### src/hdl/u8n_pkg.sv
// Shared types and constants for the UTF-8 shortest-form normalizer.
// Used by u8n_decode and utf8_overlong_normalizer; no dependencies.
package u8n_pkg;

    // Most results one source byte can release: six sequence bytes plus the terminator
    localparam int MAX_BURST = 7;
    localparam int CODE_W    = 31;

    // Emit queue depth: a power of two (pointers wrap), at least 8 and MAX_BURST + 1
    localparam int FIFO_DEPTH = 16;

    // Continuation byte is 10xxxxxx
    localparam logic [1:0] CONT_TAG = 2'b10;

    // One result item as it sits in the emit queue
    typedef struct packed {
        logic [7:0] data;
        logic       eos;
        logic       chg;
    } result_t;

    // Results released by one accepted source byte, item 0 goes out first
    typedef struct packed {
        result_t [MAX_BURST-1:0] item;
        logic [2:0]              count;
    } burst_t;

    // Lead byte marker for an encoding with k continuation bytes
    function automatic logic [7:0] lead_prefix(input logic [2:0] k);
        logic [7:0] p;
        unique case (k)
            3'd0:    p = 8'h00;
            3'd1:    p = 8'hc0;
            3'd2:    p = 8'he0;
            3'd3:    p = 8'hf0;
            3'd4:    p = 8'hf8;
            3'd5:    p = 8'hfc;
            default: p = 8'h00;
        endcase
        return p;
    endfunction

endpackage

### src/hdl/utf8_overlong_normalizer.sv
// UTF-8 shortest-form normalizer, top level: stream ports and emit queue.
// Depends on u8n_pkg and u8n_decode.
//
// Usage:
//   Slave channel s_*: one source byte per transfer in s_tdata; a 0 byte ends
//   the string. Master channel m_*: one normalized byte per transfer; the
//   terminator comes with m_tdata = 0, m_tlast = 1 and m_tuser = changed
//   (1 if any sequence of the string was dropped or shortened).
//   A sequence is closed by the next non-continuation byte, so its bytes
//   appear only after that byte is taken. Results of a closing byte enter a
//   FIFO_DEPTH-entry emit queue at its transfer edge; m_tvalid rises on the
//   following cycle.
//   Throughput: one byte per cycle on both sides; s_tready is high while the
//   queue has room for the largest burst (seven results), which the output
//   side's one-byte-per-cycle drain keeps true in steady streaming.
//   Receiver stall: the queue holds results; s_tready drops once the queue
//   is too full for another burst and nothing is lost.
//   Reset (aresetn low, synchronous): queue emptied, no sequence open, flag
//   cleared.
module utf8_overlong_normalizer import u8n_pkg::*; (
    input  logic       aclk,
    input  logic       aresetn,
    input  logic       s_tvalid,
    output logic       s_tready,
    input  logic [7:0] s_tdata,   // [7:0] in_byte
    output logic       m_tvalid,
    input  logic       m_tready,
    output logic [7:0] m_tdata,   // [7:0] out_byte
    output logic       m_tlast,
    output logic       m_tuser    // [0] changed
);

    localparam int PTR_W = $clog2(FIFO_DEPTH);
    localparam int CNT_W = PTR_W + 1;

    result_t           fifo_reg [FIFO_DEPTH];
    logic [PTR_W-1:0]  wr_ptr_reg, wr_ptr_next;
    logic [PTR_W-1:0]  rd_ptr_reg, rd_ptr_next;
    logic [CNT_W-1:0]  count_reg, count_next;
    logic [PTR_W-1:0]  wr_offset [FIFO_DEPTH];

    logic   in_accept;
    logic   pop;
    burst_t burst;

    assign s_tready  = count_reg <= CNT_W'(FIFO_DEPTH - MAX_BURST);
    assign in_accept = s_tvalid && s_tready;
    assign m_tvalid  = count_reg != '0;
    assign pop       = m_tvalid && m_tready;

    u8n_decode u_decode (
        .aclk      (aclk),
        .aresetn   (aresetn),
        .in_accept (in_accept),
        .in_byte   (s_tdata),
        .burst     (burst)
    );

    // Queue pointers and fill level
    always_comb begin
        wr_ptr_next = wr_ptr_reg + PTR_W'(burst.count);
        rd_ptr_next = rd_ptr_reg + PTR_W'(pop);
        count_next  = count_reg + CNT_W'(burst.count) - CNT_W'(pop);
        for (int e = 0; e < FIFO_DEPTH; e++) begin
            wr_offset[e] = PTR_W'(e) - wr_ptr_reg;
        end
    end

    always_ff @(posedge aclk) begin
        if (!aresetn) begin
            wr_ptr_reg <= '0;
            rd_ptr_reg <= '0;
            count_reg  <= '0;
        end else begin
            wr_ptr_reg <= wr_ptr_next;
            rd_ptr_reg <= rd_ptr_next;
            count_reg  <= count_next;
        end
    end

    // Burst write: each entry takes the burst item that lands on it
    always_ff @(posedge aclk) begin
        for (int e = 0; e < FIFO_DEPTH; e++) begin
            if (wr_offset[e] < PTR_W'(burst.count)) begin
                fifo_reg[e] <= burst.item[wr_offset[e][2:0]];
            end
        end
    end

    assign m_tdata = fifo_reg[rd_ptr_reg].data;
    assign m_tlast = fifo_reg[rd_ptr_reg].eos;
    assign m_tuser = fifo_reg[rd_ptr_reg].chg;

    a_fill_bound: assert property (@(posedge aclk) disable iff (!aresetn)
        count_reg <= CNT_W'(FIFO_DEPTH))
        else $error("emit queue overfilled");

    a_chg_on_term_only: assert property (@(posedge aclk) disable iff (!aresetn)
        m_tvalid && !m_tlast |-> !m_tuser)
        else $error("changed flag on a data byte");

    a_term_is_nul: assert property (@(posedge aclk) disable iff (!aresetn)
        m_tvalid && m_tlast |-> m_tdata == 8'h00)
        else $error("terminator carries a nonzero byte");

endmodule

### src/hdl/u8n_decode.sv
// Sequence tracker and shortest-form encoder for the UTF-8 normalizer.
// Holds the open-sequence state; produces the burst of results per byte.
// Depends on u8n_pkg.
module u8n_decode import u8n_pkg::*; (
    input  logic       aclk,
    input  logic       aresetn,
    input  logic       in_accept,
    input  logic [7:0] in_byte,
    output burst_t     burst
);

    logic              pending_reg, pending_next;
    logic [CODE_W-1:0] code_reg, code_next;
    logic [2:0]        need_reg, need_next;
    logic              bad_reg, bad_next;
    logic              changed_reg, changed_next;
    logic [2:0]        len_reg, len_next;

    logic [35:0] code_ext;
    logic [2:0]  enc_len;
    logic        close_ok;
    logic        chg;
    logic [2:0]  n_close;
    logic [2:0]  dig;

    assign code_ext = {5'b0, code_reg};
    assign close_ok = pending_reg && !bad_reg && (need_reg == 3'd0);

    // Shortest encoding length from the highest set code point bit
    always_comb begin
        priority if (|code_reg[30:26]) enc_len = 3'd5;
        else if (|code_reg[25:21])     enc_len = 3'd4;
        else if (|code_reg[20:16])     enc_len = 3'd3;
        else if (|code_reg[15:11])     enc_len = 3'd2;
        else if (|code_reg[10:7])      enc_len = 3'd1;
        else                           enc_len = 3'd0;
    end

    // Next state and released results
    always_comb begin
        pending_next = pending_reg;
        code_next    = code_reg;
        need_next    = need_reg;
        bad_next     = bad_reg;
        changed_next = changed_reg;
        len_next     = len_reg;
        burst        = '0;
        chg          = changed_reg;
        n_close      = 3'd0;
        dig          = 3'd0;

        if (in_accept) begin
            if (pending_reg && (in_byte[7:6] == CONT_TAG)) begin
                // continuation: extend the open sequence
                if (need_reg == 3'd0) begin
                    bad_next = 1'b1;
                end else begin
                    need_next = need_reg - 3'd1;
                end
                code_next = {code_reg[CODE_W-7:0], in_byte[5:0]};
            end else begin
                // close the open sequence
                if (pending_reg) begin
                    if (!close_ok) begin
                        chg = 1'b1;
                    end else begin
                        if (enc_len < len_reg) chg = 1'b1;
                        for (int i = 0; i < MAX_BURST - 1; i++) begin
                            if (3'(i) <= enc_len) begin
                                dig = enc_len - 3'(i);
                                if (i == 0) begin
                                    if (enc_len == 3'd0) begin
                                        burst.item[i].data = {1'b0, code_reg[6:0]};
                                    end else begin
                                        burst.item[i].data = lead_prefix(enc_len) |
                                            {2'b00, code_ext[6*dig +: 6]};
                                    end
                                end else begin
                                    burst.item[i].data = {CONT_TAG, code_ext[6*dig +: 6]};
                                end
                            end
                        end
                        n_close = enc_len + 3'd1;
                    end
                end

                if (in_byte == 8'h00) begin
                    // terminator right after the closed sequence, then back to reset state
                    for (int i = 0; i < MAX_BURST; i++) begin
                        if (3'(i) == n_close) begin
                            burst.item[i].data = 8'h00;
                            burst.item[i].eos  = 1'b1;
                            burst.item[i].chg  = chg;
                        end
                    end
                    burst.count  = n_close + 3'd1;
                    pending_next = 1'b0;
                    code_next    = '0;
                    need_next    = 3'd0;
                    bad_next     = 1'b0;
                    changed_next = 1'b0;
                    len_next     = 3'd0;
                end else begin
                    burst.count  = n_close;
                    changed_next = chg;
                    pending_next = 1'b1;
                    bad_next     = 1'b0;
                    // open a new sequence from the lead byte
                    priority if (in_byte[7:1] == 7'b1111110) begin
                        need_next = 3'd5;
                        code_next = CODE_W'(in_byte[0]);
                    end else if (in_byte[7:2] == 6'b111110) begin
                        need_next = 3'd4;
                        code_next = CODE_W'(in_byte[1:0]);
                    end else if (in_byte[7:3] == 5'b11110) begin
                        need_next = 3'd3;
                        code_next = CODE_W'(in_byte[2:0]);
                    end else if (in_byte[7:4] == 4'b1110) begin
                        need_next = 3'd2;
                        code_next = CODE_W'(in_byte[3:0]);
                    end else if (in_byte[7:5] == 3'b110) begin
                        need_next = 3'd1;
                        code_next = CODE_W'(in_byte[4:0]);
                    end else if (in_byte[7] == 1'b0) begin
                        need_next = 3'd0;
                        code_next = CODE_W'(in_byte[6:0]);
                    end else begin
                        // stray continuation, 0xfe or 0xff
                        need_next = 3'd0;
                        code_next = '0;
                        bad_next  = 1'b1;
                    end
                    len_next = need_next;
                end
            end
        end
    end

    always_ff @(posedge aclk) begin
        if (!aresetn) begin
            pending_reg <= 1'b0;
            code_reg    <= '0;
            need_reg    <= 3'd0;
            bad_reg     <= 1'b0;
            changed_reg <= 1'b0;
            len_reg     <= 3'd0;
        end else begin
            pending_reg <= pending_next;
            code_reg    <= code_next;
            need_reg    <= need_next;
            bad_reg     <= bad_next;
            changed_reg <= changed_next;
            len_reg     <= len_next;
        end
    end

    // results only ever come from an accepted byte
    a_burst_needs_accept: assert property (@(posedge aclk) disable iff (!aresetn)
        burst.count != 3'd0 |-> in_accept)
        else $error("results released without an accepted byte");

    // a NUL byte leaves the tracker in its reset state
    a_nul_clears: assert property (@(posedge aclk) disable iff (!aresetn)
        in_accept && in_byte == 8'h00 |=> !pending_reg && !changed_reg && !bad_reg)
        else $error("state not cleared after terminator");

endmodule
### config.mk
export PLATFORM = sky130hd
export DESIGN_NAME = utf8_overlong_normalizer
export DESIGN_NICKNAME = d
export VERILOG_FILES = /design/src/hdl/u8n_pkg.sv /design/src/hdl/utf8_overlong_normalizer.sv /design/src/hdl/u8n_decode.sv
export SDC_FILE = /design/constraint.sdc
export NUM_CORES = 1
export LEC_CHECK = 0
export BUFFER_PORTS_ARGS = -buffer_cell sky130_fd_sc_hd__buf_2
export CORE_ASPECT_RATIO = 1.5
export CORE_MARGIN = 5
export CORE_UTILIZATION = 50
export DETAILED_ROUTE_END_ITERATION = 12
export HOLD_SLACK_MARGIN = 0.15
export PLACE_DENSITY = 0.63
export SLEW_MARGIN = 25
export SYNTH_ARGS = -nofsm -noshare
export SYNTH_HDL_FRONTEND = slang
export SYNTH_SLANG_ARGS = --single-unit
### constraint.sdc
create_clock -name aclk -period 6.9 [get_ports aclk]
set_clock_uncertainty 0.15 [all_clocks]
set_input_delay 0.69 -clock aclk [delete_from_list [all_inputs] [get_ports aclk]]
set_output_delay 0.69 -clock aclk [all_outputs]
set_load 0.01 [all_outputs]
==> results of run 1 <==
==> area by class of cell <==
class / instances / share of cell area
Tap cell: 333 / 0.02988
Sequential cell: 213 / 0.4210
Clock inverter: 14 / 0.006191
Inverter: 49 / 0.01337
Multi-Input combinational cell: 844 / 0.4699
Clock buffer: 22 / 0.03795
Timing Repair Buffer: 48 / 0.02171
==> worst max-delay path: stages (launching register included) <==
cell and delay, ns:
dfxtp_1 0.38, nor3_1 0.58, nand4_2 0.43, nor2_2 0.57, ha_1 0.23, buf_4 0.24, nand2_1 0.16, ha_1 0.33
o21ai_0 0.16, nand2_1 0.24, ha_1 0.39, a21o_1 0.17, a21o_1 0.20, nor2_1 0.85
==> how the worst max path moves through the flow <==
stage	startpoint	end	slack (ns)	cells after the start
2_1_floorplan	u_decode.code_reg[9]$_SDFFE_PN0P_	fifo_reg[11][0]$_DFFE_PN_	1.74	15
3_3_place_gp	u_decode.code_reg[17]$_SDFFE_PN0P_	fifo_reg[4][5]$_DFFE_PN_	1.55	13
3_5_place_dp	u_decode.code_reg[21]$_SDFFE_PN0P_	fifo_reg[4][5]$_DFFE_PN_	1.53	13
4_1_cts	u_decode.code_reg[21]$_SDFFE_PN0P_	fifo_reg[4][6]$_DFFE_PN_	1.50	13
5_1_grt	u_decode.code_reg[21]$_SDFFE_PN0P_	fifo_reg[4][2]$_DFFE_PN_	1.21	13
6_report	u_decode.code_reg[21]$_SDFFE_PN0P_	fifo_reg[4][9]$_DFFE_PN_	1.43	13
==> cell usage in the layout, fill, tap and decap left out, types with 29 or more instances in the layout <==
cell and instances:
a21boi_0 33, a21oi_1 40, and2_1 34, dfxtp_1 51
edfxtp_1 160, ha_1 50, inv_1 42, mux2i_1 33
mux4_2 54, nand2_1 106, nand3_1 61, nor2_1 68
nor3_1 29, o21ai_0 46
==> power groups by stage <==
stage / Sequential [uW] / Combinational, uW / Clock (uW)
final: 1520 / 883 / 1050
after global routing: 1520 / 975 / 1130
after CTS: 1520 / 896 / 1070
after detailed placement: 1550 / 893 / 0
after global placement: 1540 / 881 / 0
after floorplan: 1490 / 683 / 0
==> per-stage QoR <==
step / util / setup slack, ns
final: 0.5450 / 1.431
after global routing: 0.5450 / 1.206
after CTS: 0.5449 / 1.497
after detailed placement: 0.5209 / 1.527
after global placement: 0.5209 / 1.550
after floorplan: - / 1.745
==> cells by family after synthesis <==
group                      after synthesis  synth area share
and+or+nand+nor                        385            0.1501
adders and majority gates               53           0.05329
buffers and inverters                  124           0.03695
DFF                                    213            0.4559
xor gates and xnor gates                18           0.01225
AOI/OAI and AO/OA                      286            0.1582
muxes                                  102            0.1333
==> per-layer routing <==
layer	GRT usage	up-vias	part of all wire
met2	0.4829	415	0.53
met4	0.1018	0	0.045
met1	0.3132	4868	0.38
li1	-	4534	-
met3	0.02500	108	0.047
met5	0	-	0
==> impl_metrics.yaml, run 1 <==
status:
  outcome: "completed"
worst_hold_path:
  hold_depth: 3
  hold_end: "u_decode.code_reg[0]$_SDFFE_PN0P_"
  hp-class: "in -> reg"
  worstHoldStart: "s_tdata[0]"
global_route:
  grt_max_degree: 54
  antenna_found_initial: 0
  grt_first_pass_wirelength_um: 58130
  grt_usage: 0.2616
  grt_pass1_vias: 9632
  grt-ovfl-total: 0
route:
  ant_nets: 0
  avgRoutedWirePerCell_um: 24.97
  drc_errors: 0
  wl_um: 38030
  vias_per_cell: 6.517
  dr.pass1.iters: 6
  vias: 9925
  drt_first_iter_violations: 890
sta:
  post-route-period-util: 0.7926
  setup_violations: 0
  max_freq_mhz: 182.8
  hold_viol_final: 0
  slew_headroom: 0.2587
  tightest_slew_ns: 1.108
  fin_setup_tns_ns: 0
  rsz0062_at_grt: "false"
  fin_crit_ns: 5.469
  hold_slack_ns: 0.3021
  slew_violations: 0
logic_synthesis:
  ys_top_cells_by_count: "160 x edfxtp_1, 106 x nand2_1, 69 x nor2_1, 62 x clkbuf_1, 61 x nand3_1"
  synth_edf_count: 160
  ys_ff_latch: 213
  yosys_most_used_dff: "edfxtp_1"
  synth_area_leaders: "edfxtp_1 37%, mux4_2 9.5%, dfxtp_1 8.2%"
  synth_area_sq_um: 12870
  synth_area_leader_cell: "edfxtp_1"
  synthesis.nets: 1246
  yosysWarnings: 0
  synth_top_area_share: 0.3734
  synth_cells: 1181
  synth_area_per_cell_sq_um: 10.89
  synth_cell_type_count: 82
  synth_seq_area_share: 0.4559
  synth_most_common_cell: "edfxtp_1"
  async_reset_ff_frac: 0
die:
  core_sq_um: 25580
  num_rows: 72
  dieArea_sq_um: 29110
  pin_count: 24
  die_w_um: 141.0
  start_util: 0.5029
  die_y_um: 206.5
place:
  dp_hpwl_um: 28880
  numPortBuffers: 23
  placed_area_sq_um: 13330
  placedCellCount: 1487
  place_congestion: 0.9733
setup_path:
  timing.rr.start: "u_decode.code_reg[21]$_SDFFE_PN0P_"
  r2r-end: "fifo_reg[4][9]$_DFFE_PN_"
  reg2reg_slack_ns: 1.43
  startpoint_type: "flip-flop"
  path_max_fanout: 18
  cp.required_ns: 6.87
  r2r_cells: 13
  endpoint_kind: "flip-flop"
  arrival_ns: 5.44
  critical_path_class: "reg -> reg"
cells_and_area:
  seq_area_sq_um: 5871
  nFillCells: 2275
  largest_register_ffs: 160
  areaGrowthSynthToFinish_pct: 8.383
  multi_input_area_sq_um: 6553
  instances_no_fill: 1523
  drive_gt1_frac: 0.1513
  nets: 1241
  diodes: 0
  final_cell_area_sq_um: 13940
cts:
  numCtsBuffers: 20
  cts_tree: "built"
  post-cts-setup-buffer-count: 0
  ctsResizeCount: 0
  clkLatencyLatePin_ns: 0.51
  hold_buffers: 0
  clkSinkCount: 213
  ctsRootBufferMaster: "clkbuf_16"
  clk_pin_slew_ns: 0.07
  max-clock-path-buffers: 3
  htree_levels: 1
power_and_ir_drop:
  irDropWorstVdd_v: 0.0001685
  power.density_nw_per_um2: 247.2
  p_leak_uw: 0.004809
  comb_power_share: 0.256
  switchingPower_uw: 1038
  power_frac_clock: 0.304
  power_frac_seq: 0.440
  p_int_uw: 2410
  totalPowerFinal_uw: 3448
  switching_share: 0.3011
job:
  drv_cap: 0
Note: power is estimated with default switching activity, not from simulation.
==> inputs of run 2 (changes only) <==
--- a/config.mk
+++ b/config.mk
@@ -11,7 +11,7 @@
 export CORE_UTILIZATION = 50
 export DETAILED_ROUTE_END_ITERATION = 12
 export HOLD_SLACK_MARGIN = 0.15
-export PLACE_DENSITY = 0.63
+export PLACE_DENSITY = 0.65
 export SLEW_MARGIN = 25
 export SYNTH_ARGS = -nofsm -noshare
 export SYNTH_HDL_FRONTEND = slang
==> constraint.sdc (replaced) <==
create_clock -name aclk -period 4.6 [get_ports aclk]
set_clock_uncertainty 0.15 [all_clocks]
set_input_delay 0.46 -clock aclk [delete_from_list [all_inputs] [get_ports aclk]]
set_output_delay 0.46 -clock aclk [all_outputs]
set_load 0.01 [all_outputs]
==> run 2 against run 1 <==
Net effect: sequential share of layout area is 1.5 points lower; highest routed layer unchanged; sequential cell count unchanged; total power is 53% higher; critical endpoint is now fifo_reg[5][2]$_DFFE_PN_; worst setup slack got worse by 1.0 ns; first-iteration DRC count decreased by 18%; worst hold slack worse by 0.14 ns; wire length is 0.85% higher; fmax up 30%; die area unchanged; sequential power rose by 51%; largest power group unchanged.
==> impl_metrics.yaml, run 2 (synthesis gave the netlist of run 1 again) <==
cells_and_area:
  post-route-util: 0.5648
  areaGrowthSynthToFinish_pct: 12.31
  final_cell_mix: "160 x edfxtp_1, 106 x nand2_1, 74 x buf_4"
  diodes: 0
  nets: 1296
  drive_gt1_frac: 0.1937
  largest_register_ffs: 160
  final_common_cell: "edfxtp_1"
route:
  avgRoutedWirePerCell_um: 24.32
  wl_um: 38350
  ant_nets: 0
  drc_errors: 0
  drt_first_iter_violations: 732
  vias: 9901
  vias_per_cell: 6.278
  dr.pass1.iters: 5
die:
  die_w_um: 141.0
  pin_count: 24
  num_rows: 72
  start_util: 0.5029
  die_y_um: 206.5
  core_sq_um: 25580
  dieArea_sq_um: 29110
sta:
  fin_setup_tns_ns: 0
  rsz0062_at_grt: "false"
  max_freq_mhz: 238.0
  setup_violations: 0
  tightest_slew_ns: 0.9047
  slew_violations: 0
  hold_viol_final: 0
  post-route-period-util: 0.9134
  fin_crit_ns: 4.202
  slew_headroom: 0.3960
global_route:
  grt_pass1_vias: 9951
  antenna_found_initial: 0
  global_route.usage.met1: 0.3021
  gr-usage-met2: 0.5007
  grt_first_pass_wirelength_um: 59140
  grt-ovfl-total: 0
  busiest_layer: "met2"
  grt_max_degree: 54
  gr-usage-met3: 0.02269
  grt_usage: 0.2673
setup_path:
  endpoint_kind: "flip-flop"
  crit_buf_inv: 0
  critical_path_class: "reg -> reg"
  crit_top_cell: "ha_1"
  startpoint_type: "flip-flop"
  path_max_fanout: 11
  cpMaxStageDelayCell: "or4_4"
  cp.required_ns: 4.70
  arrival_ns: 4.30
  crit_chain: "or4_4, nand4_2, nand3_4, ha_1, nand2_1, ha_1, a311o_1, nor3_1, a222oi_1, mux2i_1, mux2_2"
  critical_path.max_stage_delay_ns: 0.59
  cp_top_family: "simple AND/OR/NAND/NOR gates"
cts:
  max-clock-path-buffers: 3
  numCtsBuffers: 21
  htree_levels: 1
  post-cts-setup-buffer-count: 0
  ctsRootBufferMaster: "clkbuf_16"
  clk_pin_slew_ns: 0.06
  clkSinkCount: 213
  cts_tree: "built"
  clkLatencyLatePin_ns: 0.51
worst_hold_path:
  hp-class: "in -> reg"
place:
  place_congestion: 1.045
  dp_hpwl_um: 29880
  numPortBuffers: 23
power_and_ir_drop:
  p_leak_uw: 0.005072
  power.density_nw_per_um2: 365.1
  irDropWorstVdd_v: 0.0002645
job:
  drv_cap: 0
status:
  outcome: "completed"
## run 2: cell count changes in the layout (fill, tap and decap cells not counted), sizes merged
cell	change
buf	+50
bufinv	+1
clkbuf	+1
clkinv	-7
clkinvlp	+4
dlygate4sd3	+4
inv	+1
## run 2: final timing paths
kind / startpoint / endpoint / slack [ns] / cells past startpoint
worst min register to register: u_decode.need_reg[1]$_SDFFE_PN0P_ / u_decode.need_reg[1]$_SDFFE_PN0P_ / 0.35 / 1
worst min-delay path: s_tdata[5] / u_decode.code_reg[5]$_SDFFE_PN0P_ / 0.16 / 3
worst max-delay path: u_decode.code_reg[9]$_SDFFE_PN0P_ / fifo_reg[5][2]$_DFFE_PN_ / 0.40 / 11
worst max register to register: u_decode.code_reg[9]$_SDFFE_PN0P_ / fifo_reg[5][2]$_DFFE_PN_ / 0.40 / 11
## run 2: layout make-up
cell class | instances | area, sq um
Clock inverter | 13 | 112.6
Inverter | 49 | 186.4
Sequential cell | 213 | 5871
Fill cell | 2265 | 11130
Timing Repair Buffer | 102 | 730.7
Tap cell | 333 | 416.7
Multi-Input combinational cell | 844 | 6600
Clock buffer | 23 | 533.0
## run 2: timing repair
action	in CTS	in global routing
endpoints found under the setup margin	0	2
resized for setup	0	1
hold endpoints to repair	4	0
hold buffers	4	0
## run 2: through the flow
stage / total power, uW / std cells / worst slack, ns / hold WS (ns) / instance area (sq um)
2_1_floorplan: 3270 / 1181 / 0.02368 / 0.3122 / 12920
3_3_place_gp: 3639 / 1537 / 0.3923 / 0.3305 / 13750
3_5_place_dp: 3675 / 1537 / 0.3134 / 0.3368 / 13750
4_1_cts: 5322 / 1577 / 0.2965 / 0.1511 / 14440
5_1_grt: 5542 / 1577 / 0.1322 / 0.1739 / 14450
6_report: 5276 / 1577 / 0.3983 / 0.1649 / 14450
## run 2: where the power goes
part	internal [uW]	switching [uW]	total [uW]
clock network	902	745	1650
registers	2170	127	2290
logic	636	699	1340
## run 2: worst reg2reg max path, stage by stage, from the launching register on
cell	delay [ns]
dfxtp_1	0.39
or4_4	0.59
nand4_2	0.17
nand3_4	0.15
ha_1	0.33
nand2_1	0.13
ha_1	0.41
a311o_1	0.45
nor3_1	0.17
a222oi_1	0.53
mux2i_1	0.16
mux2_2	0.33
## run 2: layer usage
metal  up-vias  routed length, um
met1      4847              14380
met4         0               2255
met3       105               1394
li1       4633                  -
met5         -                  0
met2       316              20320
==> inputs of run 3 (changes only) <==
--- a/config.mk
+++ b/config.mk
@@ -5,6 +5,7 @@
 export SDC_FILE = /design/constraint.sdc
 export NUM_CORES = 1
 export LEC_CHECK = 0
+export ABC_AREA = 1
 export BUFFER_PORTS_ARGS = -buffer_cell sky130_fd_sc_hd__buf_2
 export CORE_ASPECT_RATIO = 1.5
 export CORE_MARGIN = 5
==> run 3 against run 2 <==
Net effect: largest power group is now combinational cells; register-to-register slack gained 0.11 ns; first-iteration DRC count up 27%; critical path depth rose by 6; worst hold slack better by 0.015 ns.
==> impl_metrics.yaml, run 3 <==
setup_path:
  critical_path_class: "reg -> reg"
  path_max_fanout: 10
  arrival_ns: 4.08
  cp.required_ns: 4.59
  startpoint_type: "flip-flop"
  crit_start: "u_decode.code_reg[9]$_SDFFE_PN0P_"
  timing.rr.start: "u_decode.code_reg[9]$_SDFFE_PN0P_"
  endpoint_kind: "flip-flop"
power_and_ir_drop:
  irDropWorstVdd_v: 0.0005059
  power_frac_clock: 0.189
  p_int_uw: 4818
  comb_power_share: 0.514
  switchingPower_uw: 4331
  switching_share: 0.4734
  p_leak_uw: 0.006072
  power_frac_seq: 0.297
  power.density_nw_per_um2: 630.3
cells_and_area:
  largest_register_ffs: 160
  final_common_cell: "nand2_1"
  nets: 1698
  final_cell_area_sq_um: 14520
  areaGrowthSynthToFinish_pct: 9.402
  diodes: 0
  final_cell_mix: "410 x nand2_1, 169 x nand3_1, 160 x edfxtp_1"
  drive_gt1_frac: 0.1074
  instances_no_fill: 1985
  post-route-util: 0.5499
cts:
  clkSinkCount: 213
  ctsRootBufferMaster: "clkbuf_16"
  cts_tree: "built"
  clk_pin_slew_ns: 0.07
  max-clock-path-buffers: 3
  ctsResizeCount: 0
  numCtsBuffers: 21
  htree_levels: 1
  clkLatencyLatePin_ns: 0.52
  post-cts-setup-buffer-count: 0
  hold_buffers: 8
route:
  drc_errors: 0
  drt_first_iter_violations: 928
  vias_per_cell: 5.712
  avgRoutedWirePerCell_um: 20.70
  vias: 11340
  dr.pass1.iters: 6
  ant_nets: 0
  wl_um: 41090
worst_hold_path:
  hp-class: "in -> reg"
  worstHoldStart: "s_tdata[7]"
logic_synthesis:
  synth_top_family_by_area: "simple AND/OR/NAND/NOR gates"
  synth-simple-area-share: 0.2457
  synth_area_sq_um: 13270
  synthMuxAreaShare: 0.03018
  ys_ff_latch: 213
  ys_top_cells_by_count: "410 x nand2_1, 169 x nand3_1, 160 x edfxtp_1, 139 x inv_1, 111 x a21oi_1"
  synth_area_per_cell_sq_um: 8.145
  synth_area_leaders: "edfxtp_1 36%, nand2_1 12%, dfxtp_1 8.0%"
  synth_area_leader_cell: "edfxtp_1"
  synth_xor_area_frac: 0.006507
  synth_edf_count: 160
  yosysWarnings: 0
  synth_fa_ha_area_frac: 0.05168
  synth_compound_area_frac: 0.1454
  synth_most_common_cell: "nand2_1"
  synthesis.nets: 1694
  yosys_most_used_dff: "edfxtp_1"
  async_reset_ff_frac: 0
  synth_seq_area_share: 0.4421
  synth_top_area_share: 0.3621
  synth_cells: 1629
  synth_cell_type_count: 53
sta:
  rsz0062_at_grt: "false"
  slew_violations: 0
  setup_violations: 0
  fin_crit_ns: 4.090
  slew_headroom: 0.3714
  max_freq_mhz: 244.5
  fin_setup_tns_ns: 0
  hold_slack_ns: 0.1798
  tightest_slew_ns: 0.9429
  post-route-period-util: 0.8891
  hold_viol_final: 0
global_route:
  grt_usage: 0.2744
  grt-ovfl-total: 0
  antenna_found_initial: 0
  grt_max_degree: 73
  grt_pass1_vias: 10780
  grt_first_pass_wirelength_um: 63080
die:
  core_sq_um: 26400
  die_w_um: 143.0
  start_util: 0.5026
  dieArea_sq_um: 29960
  die_y_um: 209.5
  num_rows: 73
  pin_count: 24
place:
  place_congestion: 0.9956
  placedCellCount: 1939
  numPortBuffers: 23
  placed_area_sq_um: 13740
  dp_hpwl_um: 32030
status:
  outcome: "completed"
job:
  drv_cap: 0
run 3: cell count changes after synthesis, sizes merged, moves of 50 or more:
cell / delta
nand3: +114
mux4: -54
o211ai: +50
nand2: +320
inv: +116
o21ai: +62
a21oi: +78
run 3: power by group through the flow:
stage	clock (uW)	combinational, uW	sequential [uW]
floorplan	0	3340	2620
global placement	0	4620	2750
detailed placement	0	4620	2760
CTS	1750	4640	2720
global route	1820	5140	2760
finish	1730	4700	2720
run 3: worst max-delay path, stage by stage (launching register included):
cell and delay [ns]:
dfxtp_1 0.36, nor2_1 0.19, nand2_1 0.07, nand3_1 0.08, nand2_1 0.09, nand2_2 0.10, nand2_2 0.08, ha_1 0.31
inv_1 0.08, nor2_1 0.15, inv_1 0.10, ha_1 0.27, o22ai_1 0.22, inv_1 0.09, ha_1 0.30, a21oi_1 0.20
o21bai_1 0.19, nor2_1 0.65
run 3: area by class of cell:
class | instances | area (sq um)
fillers | 2418 | 11880
multi-input cells | 1156 | 6376
flip-flops and latches | 213 | 5872
inverters | 168 | 640.6
clock buffers | 23 | 553.0
repair buffers | 73 | 510.5
well taps | 337 | 421.7
clock inverters | 15 | 141.4
run 3: per-layer routing:
metal | routed length (um) | global-route usage | vias up
met2 | 21450 | 0.4929 | 370
met4 | 2838 | 0.1581 | 0
met5 | 0 | 0 | -
met1 | 15040 | 0.3141 | 5299
met3 | 1759 | 0.02371 | 106
li1 | - | - | 5564
run 3: cell families after synthesis:
logic type | Yosys count
AOI/OAI and AO/OA | 327
and+or+nand+nor | 727
buffers and inverters | 260
DFF | 213
adders and majority gates | 53
muxes | 40
xor gates and xnor gates | 9
run 3: path summary, 6_finish.rpt:
path	endpoint	depth (start not counted)	slack [ns]
setup / recovery	fifo_reg[10][2]$_DFFE_PN_	17	0.51
hold / removal	u_decode.len_reg[0]$_SDFFE_PN0P_	3	0.18
setup reg to reg	fifo_reg[10][2]$_DFFE_PN_	17	0.51
hold reg to reg	u_decode.len_reg[2]$_SDFFE_PN0P_	2	0.32
run 3: metrics by stage:
stage	worst slack, ns	total power (uW)
finish	0.5101	9149
global route	0.2012	9721
CTS	0.4767	9109
detailed placement	0.5127	7381
global placement	0.5000	7366
floorplan	0.2023	5955
